### src/design/fir_filter_assert.svh
// ---------------------------------------------------------------------------
// FIR filter assertion macros
// Shared concurrent assertion forms, clocked on clk_i and disabled in reset.
// ---------------------------------------------------------------------------
`ifndef FIR_FILTER_ASSERT_SVH
`define FIR_FILTER_ASSERT_SVH

// Condition that must hold at every clock edge.
`define FIR_ASSERT_ALWAYS(lbl, cond, msg) \
  lbl: assert property (@(posedge clk_i) disable iff (!rst_ni) (cond)) else $error(msg);

// Consequence that must hold in the same cycle as the antecedent.
`define FIR_ASSERT_IMPL(lbl, ante, cons, msg) \
  lbl: assert property (@(posedge clk_i) disable iff (!rst_ni) (ante) |-> (cons)) \
    else $error(msg);

// Consequence that must hold in the cycle after the antecedent.
`define FIR_ASSERT_NEXT(lbl, ante, cons, msg) \
  lbl: assert property (@(posedge clk_i) disable iff (!rst_ni) (ante) |=> (cons)) \
    else $error(msg);

`endif

### src/design/fir_pkg.sv
// ---------------------------------------------------------------------------
// FIR filter package
// Widths, command codes, types and arithmetic constants of the FIR filter.
// ---------------------------------------------------------------------------
package fir_pkg;

  // Filter size and number format.
  localparam int MAX_TAPS    = 64;
  localparam int SAMPLE_BITS = 16;

  // Field widths of the input and configuration beats.
  localparam int CMD_W     = 2;
  localparam int IDX_W     = 6;
  localparam int TAP_CNT_W = 7;

  // Accumulator wide enough to hold the exact sum of all products.
  localparam int ACC_W = 2 * SAMPLE_BITS + $clog2(MAX_TAPS);
  localparam int PROD_W = 2 * SAMPLE_BITS;

  typedef logic signed [SAMPLE_BITS-1:0] sample_t;
  typedef logic signed [PROD_W-1:0]      prod_t;
  typedef logic signed [ACC_W-1:0]       acc_t;
  typedef logic [TAP_CNT_W-1:0]          tap_cnt_t;

  // Command codes of the input beat.
  typedef enum logic [CMD_W-1:0] {
    CMD_SAMPLE = 2'd0,
    CMD_COEF   = 2'd1,
    CMD_CLEAR  = 2'd2
  } cmd_e;

  // Tap count after reset.
  localparam tap_cnt_t TAP_CNT_RESET = tap_cnt_t'(MAX_TAPS);

  // Rounding offset and saturation limits in accumulator format.
  localparam acc_t ROUND_HALF = acc_t'(1) <<< (SAMPLE_BITS - 2);
  localparam acc_t SAT_HI     = (acc_t'(1) <<< (SAMPLE_BITS - 1)) - acc_t'(1);
  localparam acc_t SAT_LO     = -(acc_t'(1) <<< (SAMPLE_BITS - 1));

  // Per-cell control from the sequencer.
  typedef struct packed {
    logic shift;
    logic clear;
    logic coef_we;
    logic tap_en;
  } cell_ctl_t;

endpackage

### src/design/fir_cell.sv
// ---------------------------------------------------------------------------
// FIR filter tap cell
// Holds one delayed sample and one coefficient, and adds its product to the
// partial sum that walks down the chain.
// ---------------------------------------------------------------------------
module fir_cell (
  input  logic                clk_i,
  input  logic                rst_ni,
  input  fir_pkg::cell_ctl_t  ctl_i,
  input  fir_pkg::sample_t    coef_i,
  input  fir_pkg::sample_t    x_i,
  input  fir_pkg::acc_t       psum_i,
  input  logic                tok_i,
  output fir_pkg::sample_t    x_o,
  output fir_pkg::acc_t       psum_o,
  output logic                tok_o
);

  fir_pkg::sample_t x_q, c_q;
  fir_pkg::acc_t    psum_q, psum_d;
  fir_pkg::prod_t   prod;
  fir_pkg::acc_t    prod_ext;
  logic             tok_q;

  // Product of this tap, sign-extended and gated by the active tap count.
  assign prod     = x_q * c_q;
  assign prod_ext = ctl_i.tap_en ?
      {{(fir_pkg::ACC_W - fir_pkg::PROD_W){prod[fir_pkg::PROD_W-1]}}, prod} : '0;
  assign psum_d   = psum_i + prod_ext;

  // Delay line slot and coefficient storage.
  always_ff @(posedge clk_i or negedge rst_ni) begin
    if (!rst_ni) begin
      x_q <= '0;
      c_q <= '0;
    end else begin
      if (ctl_i.clear) begin
        x_q <= '0;
      end else if (ctl_i.shift) begin
        x_q <= x_i;
      end
      if (ctl_i.coef_we) begin
        c_q <= coef_i;
      end
    end
  end

  // The partial sum moves on with its token and holds otherwise.
  always_ff @(posedge clk_i or negedge rst_ni) begin
    if (!rst_ni) begin
      tok_q  <= 1'b0;
      psum_q <= '0;
    end else begin
      tok_q <= tok_i;
      if (tok_i) begin
        psum_q <= psum_d;
      end
    end
  end

  assign x_o    = x_q;
  assign psum_o = psum_q;
  assign tok_o  = tok_q;

endmodule

### config.mk
export PLATFORM = sky130hd
export DESIGN_NAME = fir_cell
export DESIGN_NICKNAME = d
export VERILOG_FILES = /design/src/design/fir_filter_assert.svh /design/src/design/fir_pkg.sv /design/src/design/fir_cell.sv
export SDC_FILE = /design/constraint.sdc
export NUM_CORES = 1
export LEC_CHECK = 0
export BUFFER_PORTS_ARGS = -buffer_cell sky130_fd_sc_hd__buf_4
export CAP_MARGIN = 20
export CORE_MARGIN = 4
export CORE_UTILIZATION = 45
export CTS_CLUSTER_DIAMETER = 100
export CTS_CLUSTER_SIZE = 40
export DETAILED_ROUTE_END_ITERATION = 8
export PLACE_DENSITY_LB_ADDON = 0.25
export SYNTH_ARGS = -nofsm -noshare
export SYNTH_HDL_FRONTEND = slang
export SYNTH_SLANG_ARGS = --single-unit
export TNS_END_PERCENT = 1
### constraint.sdc
create_clock -name clk_i -period 15.8 [get_ports clk_i]
set_input_delay 3.16 -clock clk_i [delete_from_list [all_inputs] [get_ports clk_i]]
set_output_delay 3.16 -clock clk_i [all_outputs]
set_load 0.01 [all_outputs]
; Word level (Yosys, flattened, before mapping)
; Cells that the tools add are included.
[op_classes]
n_mux = 3
n_mul = 1
n_reduce_logical = 1
add_sub_neg = 1
[op_table]
columns = op, n
row1 = $add 38x38->38, 1
row2 = $mux 38, 1
row3 = $mul 16x16->32, 1
row4 = $mux 16, 2
row5 = $reduce_bool 2->1, 1
[totals]
elab_cells = 10
ff_bits = 71
input_bits = 77
output_inout_bits = 55

; Longest topological paths before layout
[logic_depth]
ltp_word = 3
ltp_mapped = 36
ltp_nobuf = 34

; Worst setup path after synthesis
; Ideal clock, no wire load.
[synth_path]
path_kind = reg2reg
startpoint = register c_q[8]
endpoint = register psum_q[37] (netlist: psum_o[37])
slack_ps = 7877
required_time_ps = 15663
synth_period_minus_slack_ps = 7923
n_path_buf = 2
arrival_time_ps = 7786
path_stages_with_launch = 37
setup_time_ps = 137
path_cell_list = dfrtp_1 -> clkbuf_1 -> clkbuf_1 -> nand2_1 -> fa_1 -> inv_1 -> fa_1 -> inv_1 -> fa_1 -> inv_1 -> fa_1 -> fa_1 -> inv_1 -> fa_1 -> inv_1 -> ha_1 -> a21oi_1 -> o21ai_0 -> o2bb2ai_1 -> a211oi_1 -> o21ai_0 -> a21o_1 -> a21o_1 -> a21oi_1 -> xnor2_1 -> and2_1 -> ha_1 -> nand2_1 -> nor3_1 -> nand3_1 -> a21boi_0 -> a211oi_1 -> o31ai_1 -> a31oi_1 -> xnor2_1 -> xnor2_1 -> a21oi_1
[synth_via]
elab_chain_len = 3
[synth_rtl]
columns = element, line
row1 = start: declaration, fir_cell.sv:19  ; fir_pkg::sample_t x_q, c_q;
row2 = start signal: assignment, fir_cell.sv:43  ; c_q <= coef_i;
row3 = $mul 16x16->32, fir_cell.sv:26  ; assign prod = x_q * c_q;
row4 = $mux 38, fir_cell.sv:27  ; assign prod_ext = ctl_i.tap_en ?
row5 = $add 38x38->38, fir_cell.sv:29  ; assign psum_d = psum_i + prod_ext;
row6 = end signal: assignment, fir_cell.sv:56  ; psum_q <= psum_d;
row7 = end: declaration, fir_cell.sv:20  ; fir_pkg::acc_t psum_q, psum_d;
; Every way passes these cells.
; A chain may end at the register's enable or synchronous reset.

; Worst setup path after layout
[layout_path]
startpoint = register x_q[10] (netlist: x_o[10])
endpoint = register psum_q[37] (netlist: psum_o[37])
[layout_via]
elab_chain_len = 3
[layout_rtl]
columns = element, line
row1 = start: declaration, fir_cell.sv:19
row2 = start signal: assignment, fir_cell.sv:40  ; x_q <= x_i;
row3 = $mul 16x16->32, fir_cell.sv:26
row4 = $mux 38, fir_cell.sv:27
row5 = $add 38x38->38, fir_cell.sv:29
; Every way passes these cells.

==> summary.md <==
| Metric | Value |
|---|---|
| # IOs | 132 |
| Routed WL | 34.9 mm |
| CTS H-tree depth | 3 |
| Die height | 187 um |
| Worst-Margin Slew | 901 ps |
| Vias per cell | 5.26 |
| Setup bufs post-CTS | 0 |
| Startpoint Class | register |
| Remaining DRCs | 0 |
| Period utilization | 56.2% |
| Total GRT Usage | 20.4% |
| Yosys warns | 0 |
| Final setup fails | 0 |
| GP Congestion | 0.893 |
| Drt pass-1 iters | 5 |
| Min-delay worst type | reg -> reg |
| Crit path top cell by count | fa_1 |
| Synth top cells by count | inv_1, fa_1, nand2_1 |
| Hold bufs inserted after CTS | 0 |
| Switching Fraction | 50.2% |
| Outcome | completed |
| Unrepaired setup endpoints after global routing | no |
| Final min period | 8880 ps |
| Cell leakage power | 8.26 nW |
| Synth async-reset ratio | 100% |
| Max Slew Vio Count | 0 |
| Number of flops mapped to enable cells by yosys | 0 |
| Combinational power share | 84.8% |
| CTS tree | yes |
| Clock Power Share | 6.3% |
| CTS sink cnt | 71 |
| PortBufs | 131 |
| CP endpoint kind | register |
| Synth Net Count | 2,012 |
| Sw Pwr | 1.74 mW |
| Most area-hungry cell type in the Yosys netlist | fa_1 |
| Setup TNS | 0 ps |
| Post-synth cell types | 64 |
| Largest net degree at the start of global routing | 51 |
| Clock transition at the registers of the reported paths | 70 ps |
| Final hold vios | 0 |
| Final ANT Viol Nets | 0 |
| Final WS setup | 6920 ps |
| Area of the mapped netlist | 0.0145 sq mm |
| First-pass GRT wire length | 58.1 mm |
| Worst clock skew | 12.6 ps |
| Area growth syn-to-layout | 11.0% |
| Post_cts resized | 0 |
| Vias in the first global route | 11.2k |
| Via count of the routed design | 10.8k |
| VDD IR max | 0.240 mV |
| Synthesis-stage register bit count | 71 |
| Die area | 0.0351 sq mm |
| Starting Density | 45.8% |
| Worst Path Max Fanout | 18 |
| WP data arrival | 9100 ps |
| Max-cap violations | 0 |
| Top-area cell type share of the netlist area | 36.3% |
| Avg Cell Area, Syn | 9.33 sq um |
| Antenna violations before repair | 0 |
| Routed WL per cell | 17.0 um |
| Core area | 0.0316 sq mm |
| Synth area leaders | fa_1, dfrtp_1, ha_1 |
| Max clock buf depth | 2 |
| Worst Path Required | 16,020 ps |
| Grt total ovfl | 0 |
| Die boundary width | 187 um |
| Worst slack at placement | 6980 ps |
| Pwr Density | 216 mW/mm^2 |
| Fmax | 113 MHz |
| Slowest-stage cell, CP | dfrtp_1 |
| Row cnt | 65 |
| Top_reg_cell synth | dfrtp_1 |
| Flop pwr share | 8.9% |
| CTS Buf Count | 9 |
| Total Nets Final | 2,105 |
| Worst-skew pair later-pin latency | 360 ps |
| Slew headroom | 39.9% |
| Initial DRC count | 594 |
| Layout cells sized above 1 | 12.1% |
| Sequential fraction of the synthesis area | 12.3% |
| Cells after Synth | 1,553 |
| Min Hold Slack | 489 ps |
| CTS root buf | clkbuf_16 |
| Max incr delay on CP | 890 ps |
| Cell-internal power | 1.73 mW |
| Critical path class | reg -> reg |
| Count leader, synth | inv_1 |
| HPWL Detailed | 28.5 mm |
| Diode count | 0 |
area by class of cell:
cell class              count  area (sq um)
clock inverters             6          61.3
multi-input cells        1121         11400
flip-flops and latches     71          1780
well taps                 402           503
repair buffers            133           998
clock buffers              10           229
inverters                 310          1160
fillers                  2984         15600
sequential cells by signal, summed over array words and instances, names as in the netlist:
name	flops
psum_o	38
c_q	16
x_o	16
tok_o	1
power groups by stage:
stage / clock network (mW) / registers (mW) / logic (mW)
final: 0.219 / 0.308 / 2.94
after global routing: 0.232 / 0.317 / 3.33
after CTS: 0.225 / 0.308 / 2.98
after detailed placement: 0 / 0.311 / 2.95
after global placement: 0 / 0.308 / 2.92
after floorplan: 0 / 0.301 / 2.33
critical path, delay by kind of cell, from the launching register on:
kind	cells	cell delay [ps]
compound gates	13	2760
xor+xnor	3	390
fa+ha+maj	8	3730
buf+inv	3	140
flops	1	890
simple gates	5	800
cells by family after synthesis:
logic type | synth area share, %
fa+ha+maj | 46.6
xor+xnor | 3.33
simple gates | 14.7
mux | 4.38
flops | 12.3
compound gates | 9.30
buf+inv | 9.36
placed cells by master (no fill, tap or decap), types with 9 or more instances in the layout:
master / count
buf_4: 133
nand2b_1: 17
mux2i_1: 18
nor2b_1: 13
a21oi_1: 54
o21bai_1: 11
a21o_1: 24
inv_1: 310
nand2_1: 155
mux2_2: 39
o21ai_0: 43
fa_1: 263
a211oi_1: 11
xor2_1: 15
nor2_1: 55
nor3_1: 12
xnor2_1: 40
nand3_1: 12
dfrtp_1: 71
clkbuf_16: 9
and2_1: 135
o21a_1: 12
ha_1: 119
routing by layer:
| layer | part of all wire (%) | vias to the layer above | track usage (%) | routed length (um) |
|---|---|---|---|---|
| li1 | - | 5018 | - | - |
| met1 | 41 | 5473 | 27.2 | 14400 |
| met2 | 52 | 272 | 35.8 | 18100 |
| met3 | 4.7 | 36 | 2.61 | 1650 |
| met4 | 2.3 | 0 | 4.91 | 788 |
| met5 | 0 | - | 0 | 0 |
path summary, 6_finish.rpt:
| path | startpoint | to | slack, ps | cells past startpoint |
|---|---|---|---|---|
| max reg2reg | x_o[10] | psum_o[37] | 6920 | 32 |
| max in group asynchronous | rst_ni | c_q[7] | 12100 | 2 |
| min in group asynchronous | rst_ni | psum_o[33] | 2700 | 1 |
| min | psum_o[4] | psum_o[4] | 490 | 1 |
| max | x_o[10] | psum_o[37] | 6920 | 32 |
| min reg2reg | psum_o[4] | psum_o[4] | 490 | 1 |
per-stage QoR:
| step | power, mW | cell area [sq um] | instances | utilization (%) |
|---|---|---|---|---|
| after floorplan | 2.63 | 14500 | 1553 | - |
| after global placement | 3.23 | 15800 | 2037 | 49.9 |
| after detailed placement | 3.27 | 15800 | 2037 | 49.9 |
| after CTS | 3.51 | 16100 | 2053 | 50.8 |
| after global routing | 3.87 | 16100 | 2053 | 50.8 |
| final | 3.47 | 16100 | 2053 | 50.8 |
(Power assumes the default switching activity.)
