==> config.mk <==
export PLATFORM = sky130hd
export DESIGN_NAME = fir_out_flat
export DESIGN_NICKNAME = d
export VERILOG_FILES = /design/src/design/fir_filter_assert.svh /design/src/design/fir_pkg.sv /design/src/design/fir_out_if.sv /design/src/design/fir_out.sv /design/src/flat_wrapper.sv
export SDC_FILE = /design/constraint.sdc
export NUM_CORES = 1
export LEC_CHECK = 0
export BUFFER_PORTS_ARGS = -buffer_cell sky130_fd_sc_hd__buf_2
export CORE_ASPECT_RATIO = 0.7
export CORE_UTILIZATION = 45
export DETAILED_ROUTE_END_ITERATION = 10
export GPL_TIMING_DRIVEN = 0
export PLACE_DENSITY_LB_ADDON = 0.1
export REMOVE_ABC_BUFFERS = 1
export SLEW_MARGIN = 15
export SYNTH_ARGS = -nofsm -noshare
export SYNTH_HDL_FRONTEND = slang
export SYNTH_SLANG_ARGS = --single-unit
==> constraint.sdc <==
create_clock -name clk_i -period 2.3 [get_ports clk_i]
set_clock_uncertainty 0.2 [all_clocks]
set_input_delay 0.115 -clock clk_i [delete_from_list [all_inputs] [get_ports clk_i]]
set_output_delay 0.115 -clock clk_i [all_outputs]
set_load 0.03 [all_outputs]
==> src/design/fir_filter_assert.svh <==
// ---------------------------------------------------------------------------
// FIR filter assertion macros
// Shared concurrent assertion forms, clocked on clk_i and disabled in reset.
// ---------------------------------------------------------------------------
`ifndef FIR_FILTER_ASSERT_SVH
`define FIR_FILTER_ASSERT_SVH

// Condition that must hold at every clock edge.
`define FIR_ASSERT_ALWAYS(lbl, cond, msg) \
  lbl: assert property (@(posedge clk_i) disable iff (!rst_ni) (cond)) else $error(msg);

// Consequence that must hold in the same cycle as the antecedent.
`define FIR_ASSERT_IMPL(lbl, ante, cons, msg) \
  lbl: assert property (@(posedge clk_i) disable iff (!rst_ni) (ante) |-> (cons)) \
    else $error(msg);

// Consequence that must hold in the cycle after the antecedent.
`define FIR_ASSERT_NEXT(lbl, ante, cons, msg) \
  lbl: assert property (@(posedge clk_i) disable iff (!rst_ni) (ante) |=> (cons)) \
    else $error(msg);

`endif

==> src/design/fir_pkg.sv <==
// ---------------------------------------------------------------------------
// FIR filter package
// Widths, command codes, types and arithmetic constants of the FIR filter.
// ---------------------------------------------------------------------------
package fir_pkg;

  // Filter size and number format.
  localparam int MAX_TAPS    = 64;
  localparam int SAMPLE_BITS = 16;

  // Field widths of the input and configuration beats.
  localparam int CMD_W     = 2;
  localparam int IDX_W     = 6;
  localparam int TAP_CNT_W = 7;

  // Accumulator wide enough to hold the exact sum of all products.
  localparam int ACC_W = 2 * SAMPLE_BITS + $clog2(MAX_TAPS);
  localparam int PROD_W = 2 * SAMPLE_BITS;

  typedef logic signed [SAMPLE_BITS-1:0] sample_t;
  typedef logic signed [PROD_W-1:0]      prod_t;
  typedef logic signed [ACC_W-1:0]       acc_t;
  typedef logic [TAP_CNT_W-1:0]          tap_cnt_t;

  // Command codes of the input beat.
  typedef enum logic [CMD_W-1:0] {
    CMD_SAMPLE = 2'd0,
    CMD_COEF   = 2'd1,
    CMD_CLEAR  = 2'd2
  } cmd_e;

  // Tap count after reset.
  localparam tap_cnt_t TAP_CNT_RESET = tap_cnt_t'(MAX_TAPS);

  // Rounding offset and saturation limits in accumulator format.
  localparam acc_t ROUND_HALF = acc_t'(1) <<< (SAMPLE_BITS - 2);
  localparam acc_t SAT_HI     = (acc_t'(1) <<< (SAMPLE_BITS - 1)) - acc_t'(1);
  localparam acc_t SAT_LO     = -(acc_t'(1) <<< (SAMPLE_BITS - 1));

  // Per-cell control from the sequencer.
  typedef struct packed {
    logic shift;
    logic clear;
    logic coef_we;
    logic tap_en;
  } cell_ctl_t;

endpackage

==> src/design/fir_out_if.sv <==
// ---------------------------------------------------------------------------
// FIR filter output channel
// Valid/ready channel carrying one filtered sample and its saturation flag.
// ---------------------------------------------------------------------------
interface fir_out_if;
  logic                                   valid;
  logic                                   ready;
  logic signed [fir_pkg::SAMPLE_BITS-1:0] filtered;
  logic                                   saturated;

  modport source (output valid, filtered, saturated, input ready);
  modport sink (input valid, filtered, saturated, output ready);
endinterface

==> src/design/fir_out.sv <==
// ---------------------------------------------------------------------------
// FIR filter output stage
// Rounds and saturates the finished sum and holds it until the beat is taken.
// ---------------------------------------------------------------------------
module fir_out (
  input  logic           clk_i,
  input  logic           rst_ni,
  input  logic           load_i,
  input  fir_pkg::acc_t  acc_i,
  output logic           free_o,
  fir_out_if.source      out_o
);

  fir_pkg::acc_t    rnd, shr;
  fir_pkg::sample_t res_d, res_q;
  logic             sat_d, sat_q;
  logic             valid_q;

  // Round half up, then clip to the sample range.
  always_comb begin
    rnd   = acc_i + fir_pkg::ROUND_HALF;
    shr   = rnd >>> (fir_pkg::SAMPLE_BITS - 1);
    res_d = shr[fir_pkg::SAMPLE_BITS-1:0];
    sat_d = 1'b0;
    if (shr > fir_pkg::SAT_HI) begin
      res_d = fir_pkg::SAT_HI[fir_pkg::SAMPLE_BITS-1:0];
      sat_d = 1'b1;
    end else if (shr < fir_pkg::SAT_LO) begin
      res_d = fir_pkg::SAT_LO[fir_pkg::SAMPLE_BITS-1:0];
      sat_d = 1'b1;
    end
  end

  // Output register with its valid flag.
  always_ff @(posedge clk_i or negedge rst_ni) begin
    if (!rst_ni) begin
      valid_q <= 1'b0;
    end else if (load_i) begin
      valid_q <= 1'b1;
    end else if (out_o.ready) begin
      valid_q <= 1'b0;
    end
  end

  always_ff @(posedge clk_i) begin
    if (load_i) begin
      res_q <= res_d;
      sat_q <= sat_d;
    end
  end

  assign free_o          = !valid_q || out_o.ready;
  assign out_o.valid     = valid_q;
  assign out_o.filtered  = res_q;
  assign out_o.saturated = sat_q;

endmodule

==> src/flat_wrapper.sv <==
// flat-port wrapper written by rule: the top's interface ports become plain ports
module fir_out_flat 
  (clk_i, rst_ni, load_i, acc_i, free_o, out_o_valid, out_o_filtered, out_o_saturated, out_o_ready);
  fir_out_if out_o_i ();
  input  logic clk_i;
  input  logic rst_ni;
  input  logic load_i;
  input  fir_pkg::acc_t acc_i;
  output logic free_o;
  output wire logic [$bits(out_o_i.valid)-1:0] out_o_valid;
  output wire logic [$bits(out_o_i.filtered)-1:0] out_o_filtered;
  output wire logic [$bits(out_o_i.saturated)-1:0] out_o_saturated;
  input wire logic [$bits(out_o_i.ready)-1:0] out_o_ready;
  assign out_o_valid = out_o_i.valid;
  assign out_o_filtered = out_o_i.filtered;
  assign out_o_saturated = out_o_i.saturated;
  assign out_o_i.ready = out_o_ready;
  fir_out u_core (.clk_i(clk_i), .rst_ni(rst_ni), .load_i(load_i), .acc_i(acc_i), .free_o(free_o), .out_o(out_o_i));
endmodule
* After elaboration in Yosys (flattened, before gate mapping)
Index checks and enable logic that the tools add are counted.
** Cells by class
- Muxes and demuxes :: 4
- Add/subtract/negate cells :: 1
- Order comparisons :: 2
- Reductions and logical operators :: 3
** Operators with widths (count)
- $add 38x16->38 const B :: 1
- $gt 23x16->1 const B :: 1
- $lt 23x16->1 const B :: 1
- $mux 16 :: 1
- $mux 1 :: 3
- $reduce_bool 2->1 :: 1
- $logic_not 1->1 :: 1
- $logic_or 1x1->1 :: 1
** Storage, ports and cells
- Bits in registers :: 18
- Input port bits :: 42
- Word-level logic and storage cells :: 13
- Output and inout bits :: 19

* Logic depth before layout (Yosys ltp)
Gate-level depths: netlist of the first run.
- Word-level depth :: 3
- Gate-level depth with buffers :: 8
- Depth with buffers taken out :: 7

* Worst setup path before layout of the first run
Ideal clock, no wire load.
- Path kind :: input port to flip-flop
- Start :: input port acc_i[25]
- End :: register u_core.res_q[7] (netlist: u_core.out_o.filtered[7]), data pin
- Setup time :: 0.266 ns
- Cell stages on the path :: 7
- Data arrival time :: 1.867 ns
- Data required time :: 1.834 ns
- Path buffers :: 1
- Setup slack :: -0.033 ns
- Cells stage by stage :: nand4_1 or4_4 nor2_2 xor2_4 o41ai_4 buf_6 o211ai_1
** On the way
- Cells in the longest elaborated chain, start to end :: 3
- Elaborated cells on any way between the ends :: 4
- Classes of those cells :: add/sub: 1; order compare: 2; mux: 1
** Ends and longest elaborated chain
- from (decl) :: line flat_wrapper.sv:8 : input fir_pkg::acc_t acc_i;
- $add 38x16->38 * :: line fir_out.sv:21 : rnd = acc_i + fir_pkg::ROUND_HALF;
- $lt 23x16->1 :: line fir_out.sv:28 : end else if (shr < fir_pkg::SAT_LO) begin
- $mux 16 :: line fir_out.sv:28
- to (signal assigned) :: line fir_out.sv:47 : res_q <= res_d;
- to (decl) :: line fir_out.sv:15 : fir_pkg::sample_t res_d, res_q;
Mark *: on every way between the ends. The rest lies on a longest branch, timed or not.
A chain may end at the register's enable or synchronous reset.

* Final worst setup path of the first run
- Start :: input port acc_i[18]
- End :: register u_core.res_q[7] (netlist: u_core.out_o.filtered[7]), data pin
Same word-level chain as after synthesis.

==> results.md, run 1 <==
- DRT Pass-1 Iters: 4
- Main combinational cell family by area after synthesis: simple AND/OR/NAND/NOR gates
- # diodes: 0
- Buffers and inverters on the worst path: 3
- Synth unique cells: 40
- Synth-to-layout area growth: 40.3%
- Data arrival, critical path: 2.06 ns
- Synth top cells by count: edfxtp_1 (17), nand3_1 (11), nand2_1 (10)
- Combinational Power Share: 0.283
- Worst-skew pair later-pin latency: 0.25 ns
- Vias: 1245
- First-pass GRT wire length: 4.86 mm
- Leakage power: 0.748 nW
- Wirelength per Cell: 15.5 um
- MaxCap Viol Count: 0
- Register area share after synthesis: 0.391
- Crit Path Class: input pin to flip-flop
- Mapped Area: 1370 sq um
- Ys flop type: edfxtp_1
- Synth Register Bits: 18
- Synth Area in Compound Gates: 0.157
- EDFF count, synth: 17
- Xor-xnor portion of the synthesized cell area: 0.149
- Port bufs: 46
- Number of global-route vias before repair: 1038
- Clock Tree Buf Depth: 2
- CORE AREA: 2840 sq um
- Hpwl dp: 2.38 mm
- CP max stage cell: o41ai_4
- Layout cell share with drive strength beyond 1: 0.457
- Cell mode on critical path: buf_4
- Pwr Total: 926 uW
- Clock sinks: 18
- Max-Slew Margin vs Limit: 0.646
- Async SR Flop Fraction: 0.0556
- RSZ-0062 raised after global routing: yes
- Fmax achieved: 440 MHz
- Clock buffer count from CTS: 3
- Post-layout worst setup margin: 0.0287 ns
- CP peak stage delay: 0.37 ns
- Remaining DRCs: 0
- Final worst-path cycle share: 0.988
- DRT antenna net count: 0
- Total Routed Length: 3.48 mm
- CP startpoint kind: input pin
- Final Critical Period: 2.27 ns
- Total GRT Usage: 0.210
- FILL cells: 231
- Yosys top cell by area: edfxtp_1
- Die W: 68.0 um
- Ports: 61
- Final setup vio count: 0
- Worst path top cell family by delay: simple AND/OR/NAND/NOR gates
- Row count: 16
- Critical path required time: 2.09 ns
- Syn Area/Cell: 11.0 sq um
- Initial antenna violation count: 0
- Die area: 3270 sq um
- Initial Utilization: 0.482
- DR vias/cell: 5.56
- RePlAce Congestion: 0.831
- CP Max Fanout: 6
- Htree depth: 1
- Worst Tran Pin Value: 0.530 ns
- CP endpoint kind: flip-flop
- CTS tree: built
- Final Max Tran Viols: 0
- Root Buffer Master: clkbuf_8
- NumNets Final: 232
- Pre-CTS setup slack: -0.751 ns
- Area share of the largest cell type after synthesis: 0.373
- 1st-iter DRT viols: 55
- Adder-Cell Fraction of Synth Area: 0.00913
- Leading cell types by total area after synthesis: edfxtp_1 (37%), xor2_1 (5.8%), xnor2_1 (5.1%)
- Sw frac: 0.308
- Switch Pwr: 285 uW
- Pint: 641 uW
- Power density over the cells: 482 nW/um^2
- Clk pwr share: 0.290
- Post-synthesis simple-gate area fraction: 0.268
- Status: finished, final reports clean
- Largest net degree at the start of global routing: 19
- Most frequent cell after synthesis: edfxtp_1
- HP Class: input pin to flip-flop
- Final hold violation count: 0
- Die Ht: 48.2 um
- Peak supply drop: 0.276 mV
- Post-synthesis mux area share: 0.00731
- Overflow after GRT: 0
- Crit-path cells: buf_2 -> nand4_4 -> buf_4 -> nor4_4 -> a31o_2 -> nand4_1 -> o41ai_4 -> buf_4 -> o211ai_1
- Sequential Power Share: 0.428
- Reg clk slew, reported paths: 0.06 ns
- YS warnings: 0
- Cells after Synth: 124
==> worst paths after layout <==
path	end	start	slack (ns)	cells after the start
setup / recovery	u_core.out_o.filtered[7]	acc_i[18]	0.03	9
hold / removal	u_core.out_o.filtered[11]	acc_i[26]	0.02	3
min in group asynchronous	u_core.out_o.valid	rst_ni	0.50	3
setup reg to reg	u_core.out_o.valid	u_core.out_o.valid	1.47	2
max in group asynchronous	u_core.out_o.valid	rst_ni	1.30	3
hold reg to reg	u_core.out_o.valid	u_core.out_o.valid	0.31	2
==> placed cells by master (no fill, tap or decap), types with 3 or more instances in the layout <==
| master | synthesis | layout |
|---|---|---|
| nand3_1 | 11 | 11 |
| edfxtp_1 | 17 | 17 |
| buf_6 | 1 | 5 |
| and3_1 | 4 | 4 |
| o21ai_2 | 6 | 6 |
| clkbuf_8 | 0 | 4 |
| inv_1 | 3 | 3 |
| buf_2 | 0 | 36 |
| nand4_1 | 9 | 9 |
| xnor2_1 | 8 | 8 |
| xor2_1 | 9 | 9 |
| buf_4 | 0 | 15 |
| nor2_1 | 6 | 6 |
| nand2b_1 | 4 | 4 |
| dlygate4sd3_1 | 0 | 3 |
| nor3_1 | 3 | 3 |
| o21ai_1 | 4 | 4 |
| nand2_1 | 10 | 9 |
==> through the flow <==
stage / instance area [sq um] / utilization / setup TNS (ns) / hold WS (ns) / cells
after floorplan: 1360 / - / -2.53 / -0.381 / 122
after global placement: 1630 / 0.574 / -8.75 / -0.311 / 204
after detailed placement: 1630 / 0.574 / -9.47 / -0.308 / 204
after CTS: 1770 / 0.623 / 0 / 0.0522 / 216
after global routing: 1920 / 0.676 / -0.833 / 0.0265 / 224
final: 1920 / 0.676 / 0 / 0.0178 / 224
==> registers in the layout (all words and copies together) (netlist names) <==
signal / flops
u_core.out_o.filtered: 16
u_core.out_o.saturated: 1
u_core.out_o.valid: 1
==> tightest hold or removal path: stages <==
cell,delay (ns)
buf_6,0.08
xor2_1,0.06
o21ai_1,0.10
==> cell families (layout without fill, tap and decap cells) <==
group           count (synthesis)  after routing
simple gates                   59             59
compound gates                 21             21
xor+xnor                       19             19
flops                          18             18
buf+inv                         5             69
fa+ha+maj                       1              1
mux                             1              1
==> layout make-up <==
type,count,area (sq um),area share
multi-input combinational,101,846,0.440
clock buffer,4,55.1,0.0286
timing repair buffer,62,429,0.223
tap,36,45.0,0.0234
sequential,18,536,0.279
inverter,3,11.3,0.00586
==> power by group through the flow <==
stage	clock network (mW)	logic, mW	registers (mW)
2_1_floorplan	0	0.0770	0.462
3_5_place_dp	0	0.226	0.404
6_report	0.268	0.262	0.396
3_3_place_gp	0	0.219	0.402
4_1_cts	0.271	0.239	0.396
5_1_grt	0.281	0.282	0.399
==> per-layer routing <==
layer / global-route usage / up-vias / routed length (um) / part of all wire
met3: 0.0561 / 6 / 207 / 0.060
met5: 0 / - / 0 / 0
met4: 0.0625 / 0 / 49 / 0.014
met1: 0.297 / 580 / 1610 / 0.46
li1: - / 606 / - / -
met2: 0.318 / 53 / 1610 / 0.46
==> repair_timing <==
action | CTS | global route
hold endpoints to repair | 2 | 0
setup buffers | 4 | 8
cloned | 1 | 0
pin swaps | 4 | 11
endpoints found under the setup margin | 14 | 16
hold buffers | 3 | 0
gates resized for setup | 4 | 26
Power figures use the tool's default switching activity.
==> run 2: changes to the inputs <==
--- a/config.mk
+++ b/config.mk
@@ -8,6 +8,7 @@
 export BUFFER_PORTS_ARGS = -buffer_cell sky130_fd_sc_hd__buf_2
 export CORE_ASPECT_RATIO = 0.7
 export CORE_UTILIZATION = 45
+export CTS_BUF_LIST = sky130_fd_sc_hd__clkbuf_2
 export DETAILED_ROUTE_END_ITERATION = 10
 export GPL_TIMING_DRIVEN = 0
 export PLACE_DENSITY_LB_ADDON = 0.1
==> constraint.sdc (replaced) <==
create_clock -name clk_i -period 3 [get_ports clk_i]
set_clock_uncertainty 0.2 [all_clocks]
set_input_delay 0.15 -clock clk_i [delete_from_list [all_inputs] [get_ports clk_i]]
set_output_delay 0.15 -clock clk_i [all_outputs]
set_load 0.03 [all_outputs]
==> run 2 against run 1 <==
Against the previous run: via count decreased by 3.7%; global-route usage is 1.4 points lower; highest routed layer unchanged; core utilization decreased by 8.5 points; worst hold slack improved by 0.016 ns; sequential share of layout area grew 4.0 points; routed wire length is 12% lower; combinational power is 33% lower; sequential power down 23%; final cell count down 5.8%.
==> results.md, run 2 (synthesis results as in run 1) <==
- Status: finished, final reports clean
- DRT Pass-1 Iters: 4 (unchanged)
- MaxCap Viol Count: 0 (unchanged)
- First-pass GRT wire length: 4.57 mm (-6.0%)
- Critical path required time: 2.82 ns (+0.73 ns)
- Buffers and inverters on the worst path: 1 (-2)
- CTS tree: built
- Hold Path Depth: 3 (unchanged)
- Row count: 16 (unchanged)
- Clock Tree Buf Depth: 2 (unchanged)
- Clock sinks: 18 (unchanged)
- Synth-to-layout area growth: 22.6%
- Htree depth: 1 (unchanged)
- Worst Tran Pin Value: 0.935 ns (+0.405 ns)
- Total GRT Usage: 0.196 (-0.0140)
- Pre-CTS setup slack: -0.0857 ns (+0.665 ns)
- CP max stage cell: o41ai_4
- Layout cell share with drive strength beyond 1: 0.400 (-0.0574)
- Final worst-path cycle share: 0.916
- Root Buffer Master: clkbuf_2
- Setup TNS: 0 ns (unchanged)
- Hpwl dp: 2.38 mm (unchanged)
- CP Depth: 7 (-2)
- Vias: 1199 (-3.7%)
- 1st-iter DRT viols: 61 (+11%)
- Remaining DRCs: 0 (unchanged)
- CP peak stage delay: 0.85 ns (+0.48 ns)
- Final setup vio count: 0 (unchanged)
- Finished Core Util: 0.591 (-0.0854)
- Initial Utilization: 0.482 (unchanged)
- Largest net degree at the start of global routing: 19 (unchanged)
- Final hold violation count: 0 (unchanged)
- DRT antenna net count: 0 (unchanged)
- Die W: 68.0 um (unchanged)
- NumNets Final: 219 (-5.6%)
- Worst-skew pair later-pin latency: 0.29 ns (+0.04 ns)
- Number of flip-flops in the largest register: 16 (unchanged)
- Port bufs: 46 (unchanged)
- Fmax achieved: 364 MHz
- CP Max Fanout: 14 (+8)
- Overflow after GRT: 0 (unchanged)
- Most common cell after layout, fill and taps aside: buf_2
- Crit-path cells: buf_2 -> nand4_1 -> or4_4 -> nor2_2 -> xor2_4 -> o41ai_4 -> o211ai_1
- Total Routed Length: 3.06 mm (-12%)
- CP startpoint kind: input pin
- Die Ht: 48.2 um (unchanged)
- Ports: 61 (unchanged)
- Peak supply drop: 0.170 mV (-38%)
- Leakage power: 0.634 nW (-15%)
- Area post-placement: 1630 sq um (unchanged)
- Data arrival, critical path: 2.56 ns (+0.50 ns)
- Max-Slew Margin vs Limit: 0.375 (-0.271)
- CP endpoint kind: flip-flop
- # diodes: 0 (unchanged)
- Reg clk slew, reported paths: 0.20 ns (+0.14 ns)
- Worst path top cell family by delay: simple AND/OR/NAND/NOR gates
- Wirelength per Cell: 14.5 um (-6.7%)
- RSZ-0062 raised after global routing: no
- RePlAce Congestion: 0.831 (unchanged)
- Number of global-route vias before repair: 987 (-4.9%)
- Post-layout worst setup margin: 0.251 ns (+0.223 ns)
- Power density over the cells: 351 nW/um^2 (-27%)
- Crit Path Class: input pin to flip-flop
- Post-cts sizing count: 0 (-4)
- Clock buffer count from CTS: 3 (unchanged)
- Final Cell Area: 1680 sq um (-13%)
- HP Class: input pin to flip-flop
- Final Critical Period: 2.75 ns
- Worst Reg-to-Reg Cells: 2 (unchanged)
- Die area: 3270 sq um (unchanged)
- CORE AREA: 2840 sq um (unchanged)
- Commonest cells after routing, fill and taps aside: buf_2 (46), edfxtp_1 (17), nand3_1 (11)
- R2R Setup Slk: 2.16 ns (+0.69 ns)
- DR vias/cell: 5.68 (+2.2%)
- Final Max Tran Viols: 0 (unchanged)
- Initial antenna violation count: 0 (unchanged)
-- run 2: area by class of cell --
class,count,area [sq um]
clock buffer,3,15.0
clock inverter,1,3.75
fill,266,1160
inverter,3,11.3
multi-input combinational,101,808
sequential,18,536
tap,36,45.0
timing repair buffer,49,260
-- run 2: tightest hold or removal path, delay by kind of cell --
| family | cells | cell delay [ns] |
|---|---|---|
| AOI/OAI and AO/OA | 1 | 0.11 |
| buffers and inverters | 1 | 0.12 |
| xor gates and xnor gates | 1 | 0.07 |
-- run 2: metrics by stage --
stage	hold slack [ns]	power, mW	instances
5_1_grt	0.0490	0.618	211
6_report	0.0336	0.589	211
4_1_cts	0.0235	0.593	211
3_3_place_gp	-0.276	0.476	204
3_5_place_dp	-0.273	0.482	204
2_1_floorplan	-0.346	0.413	122
-- run 2: worst paths after layout --
| path | startpoint | to |
|---|---|---|
| max | acc_i[25] | u_core.out_o.filtered[13] |
| min | acc_i[27] | u_core.out_o.filtered[12] |
| max reg2reg | u_core.out_o.valid | u_core.out_o.valid |
| min reg2reg | u_core.out_o.valid | u_core.out_o.valid |
| max in group asynchronous | rst_ni | u_core.out_o.valid |
| min in group asynchronous | rst_ni | u_core.out_o.valid |
-- run 2: repair_timing --
action	in CTS	in global routing
hold endpoints to repair	2	0
setup buffers	0	0
hold buffers	3	0
-- run 2: layer usage --
metal,vias to the layer above,part of all wire,routed length (um),GRT usage
li1,580,-,-,-
met1,569,0.48,1480,0.281
met2,48,0.45,1360,0.300
met3,2,0.064,197,0.0537
met4,0,0.0069,21,0.0375
met5,-,0,0,0
-- run 2: power by group --
| part | switching (mW) | internal, mW |
|---|---|---|
| Sequential | 0.00465 | 0.299 |
| Clock | 0.0812 | 0.0290 |
| Combinational | 0.118 | 0.0579 |
| Total | 0.204 | 0.385 |
==> run 3: changes to the inputs <==
--- a/config.mk
+++ b/config.mk
@@ -7,8 +7,9 @@
 export LEC_CHECK = 0
 export BUFFER_PORTS_ARGS = -buffer_cell sky130_fd_sc_hd__buf_2
 export CORE_ASPECT_RATIO = 0.7
+export CORE_MARGIN = 2
 export CORE_UTILIZATION = 45
-export CTS_BUF_LIST = sky130_fd_sc_hd__clkbuf_2
+export CTS_BUF_LIST = sky130_fd_sc_hd__clkbuf_8
 export DETAILED_ROUTE_END_ITERATION = 10
 export GPL_TIMING_DRIVEN = 0
 export PLACE_DENSITY_LB_ADDON = 0.1
==> run 3 against run 2 <==
Against the previous run: combinational power barely moved; routed wire length down 3.2%; fmax is essentially flat; largest cell class unchanged; largest power group unchanged; highest routed layer unchanged.
==> results.md, run 3 (synthesis results as in run 1) <==
- HP Class: input pin to flip-flop
- CP peak stage delay: 0.82 ns (-0.03 ns)
- Total GRT Usage: 0.187 (-0.00925)
- Worst-skew pair later-pin latency: 0.25 ns (-0.04 ns)
- CP Max Fanout: 14 (unchanged)
- Htree depth: 1 (unchanged)
- Dpl cells: 204 (unchanged)
- Synth-to-layout area growth: 25.2%
- Wirelength per Cell: 14.0 um (-3.2%)
- Overflow after GRT: 0 (unchanged)
- Final hold violation count: 0 (unchanged)
- CORE AREA: 2840 sq um (unchanged)
- Setup TNS: 0 ns (unchanged)
- Number of global-route vias before repair: 1071 (+8.5%)
- Die W: 70.0 um (+2.9%)
- Clock buffer count from CTS: 3 (unchanged)
- Port bufs: 46 (unchanged)
- Hold Path Sink: u_core.out_o.filtered[11]
- First-pass GRT wire length: 5.00 mm (+9.2%)
- Sw frac: 0.303 (-0.0431)
- Die Ht: 50.2 um (+4.2%)
- CP endpoint kind: flip-flop
- Sequential Power Share: 0.446 (-0.068)
- Hold path start: acc_i[26]
- Hold Buf Count CTS: 3 (unchanged)
- Total Routed Length: 2.96 mm (-3.2%)
- Status: finished, final reports clean
- Final worst-path cycle share: 0.916 (about the same)
- Crit-path cells: buf_2 -> nand4_1 -> or4_4 -> nor2_2 -> xor2_4 -> o41ai_4 -> o211ai_1
- # Post-CTS Setup Buffers: 0 (unchanged)
- DRT Pass-1 Iters: 4 (unchanged)
- CTS tree: built
- R2R Path Start: u_core.out_o.valid
- Final Non-Filler Cells: 211 (unchanged)
- Reg clk slew, reported paths: 0.06 ns (-0.14 ns)
- CP startpoint kind: input pin
- Most common cell after layout, fill and taps aside: buf_2
- R2R Setup Slk: 2.19 ns (+0.03 ns)
- Initial antenna violation count: 0 (unchanged)
- Clock sinks: 18 (unchanged)
- Commonest cells after routing, fill and taps aside: buf_2 (46), edfxtp_1 (17), nand3_1 (11)
- Combinational Power Share: 0.258 (-0.041)
- Finished Core Util: 0.603 (+0.0128)
- Ports: 61 (unchanged)
- Max-Slew Margin vs Limit: 0.406 (+0.0315)
- FILL cells: 254 (-4.5%)
- Final Critical Period: 2.75 ns (-0.000795 ns)
- MaxCap Viol Count: 0 (unchanged)
- Worst Tran Pin Value: 0.888 ns (-0.0471 ns)
- Minimum hold slack: 0.103 ns (+0.0695 ns)
- RePlAce Congestion: 0.806 (-3.0%)
- Area occupied by multi-input gates: 808 sq um (unchanged)
- Pint: 474 uW (+23%)
- Layout cell share with drive strength beyond 1: 0.406 (+0.00571)
- Peak supply drop: 0.196 mV (+16%)
- Clock Tree Buf Depth: 2 (unchanged)
- Initial Utilization: 0.482 (unchanged)
- Die area: 3510 sq um (+7.2%)
- Power density over the cells: 396 nW/um^2 (+13%)
- Fmax achieved: 364 MHz (about the same)
- Root Buffer Master: clkbuf_8
- DR vias/cell: 5.62 (-1.2%)
- Worst Reg-to-Reg Cells: 2 (unchanged)
- Register Area: 536 sq um (unchanged)
- Clk pwr share: 0.296 (+0.109)
- Leakage power: 0.649 nW (+2.3%)
- Hold Path Depth: 3 (unchanged)
- NumNets Final: 219 (unchanged)
- Post-cts sizing count: 0 (unchanged)
- Critical path required time: 2.75 ns (-0.07 ns)
- CP max stage cell: o41ai_4
- Largest net degree at the start of global routing: 19 (unchanged)
- Data arrival, critical path: 2.50 ns (-0.06 ns)
- Number of flip-flops in the largest register: 16 (unchanged)
- Crit Reg-Reg Endpoint: u_core.out_o.valid
- Remaining DRCs: 0 (unchanged)
- DRT antenna net count: 0 (unchanged)
- Crit Path Class: input pin to flip-flop
- 1st-iter DRT viols: 73 (+20%)
- Final setup vio count: 0 (unchanged)
- Vias: 1185 (-1.2%)
- # diodes: 0 (unchanged)
- RSZ-0062 raised after global routing: no
- Row count: 16 (unchanged)
- Final Max Tran Viols: 0 (unchanged)
- Switch Pwr: 206 uW (+0.92%)
- Hpwl dp: 2.31 mm (-2.9%)
## run 3: cell types whose count changed in the layout (fill, tap and decap cells not counted)
cell      before  now
clkbuf_2       3    0
clkbuf_8       0    4
clkinv_1       1    0
## run 3: final cells by class
class	count	share of cell area
multi-input cells	101	0.471
flip-flops and latches	18	0.312
repair buffers	49	0.152
clock buffers	4	0.0321
well taps	36	0.0263
inverters	3	0.00656
## run 3: power by group through the flow
| stage | clock [mW] | sequential, mW | combinational, mW |
|---|---|---|---|
| 5_1_grt | 0.220 | 0.304 | 0.190 |
| 6_report | 0.201 | 0.303 | 0.175 |
| 2_1_floorplan | 0 | 0.354 | 0.0591 |
| 3_3_place_gp | 0 | 0.308 | 0.169 |
| 3_5_place_dp | 0 | 0.309 | 0.172 |
| 4_1_cts | 0.207 | 0.303 | 0.176 |
## run 3: how the worst max path moves through the flow
stage	start	endpoint	cells after the start
after floorplan	acc_i[25]	u_core.out_o.filtered[13]	6
after global placement	acc_i[25]	u_core.out_o.filtered[7]	7
after detailed placement	acc_i[25]	u_core.out_o.filtered[7]	7
after CTS	acc_i[25]	u_core.out_o.filtered[13]	7
after global routing	acc_i[25]	u_core.out_o.filtered[13]	7
final	acc_i[25]	u_core.out_o.filtered[13]	7
## run 3: layer usage
| metal | vias up | track usage | share of wire |
|---|---|---|---|
| met4 | 0 | 0.0673 | 0.020 |
| met1 | 551 | 0.246 | 0.46 |
| met3 | 6 | 0.0602 | 0.076 |
| li1 | 579 | - | - |
| met2 | 49 | 0.290 | 0.44 |
| met5 | - | 0 | 0 |
## run 3: metrics by stage
step / area, sq um / power [mW] / worst slack, ns
6_report: 1720 / 0.679 / 0.252
5_1_grt: 1720 / 0.715 / 0.0155
4_1_cts: 1720 / 0.686 / 0.237
3_5_place_dp: 1630 / 0.481 / -0.0342
3_3_place_gp: 1630 / 0.477 / -0.0276
2_1_floorplan: 1360 / 0.413 / 0.430
## run 3: worst max-delay path, delay by kind of cell
family	cells	cell delay, ns
AND/OR/NAND/NOR	3	1.07
AO/OA/AOI/OAI	2	0.99
XOR/XNOR	1	0.16
buffers and inverters	1	0.13
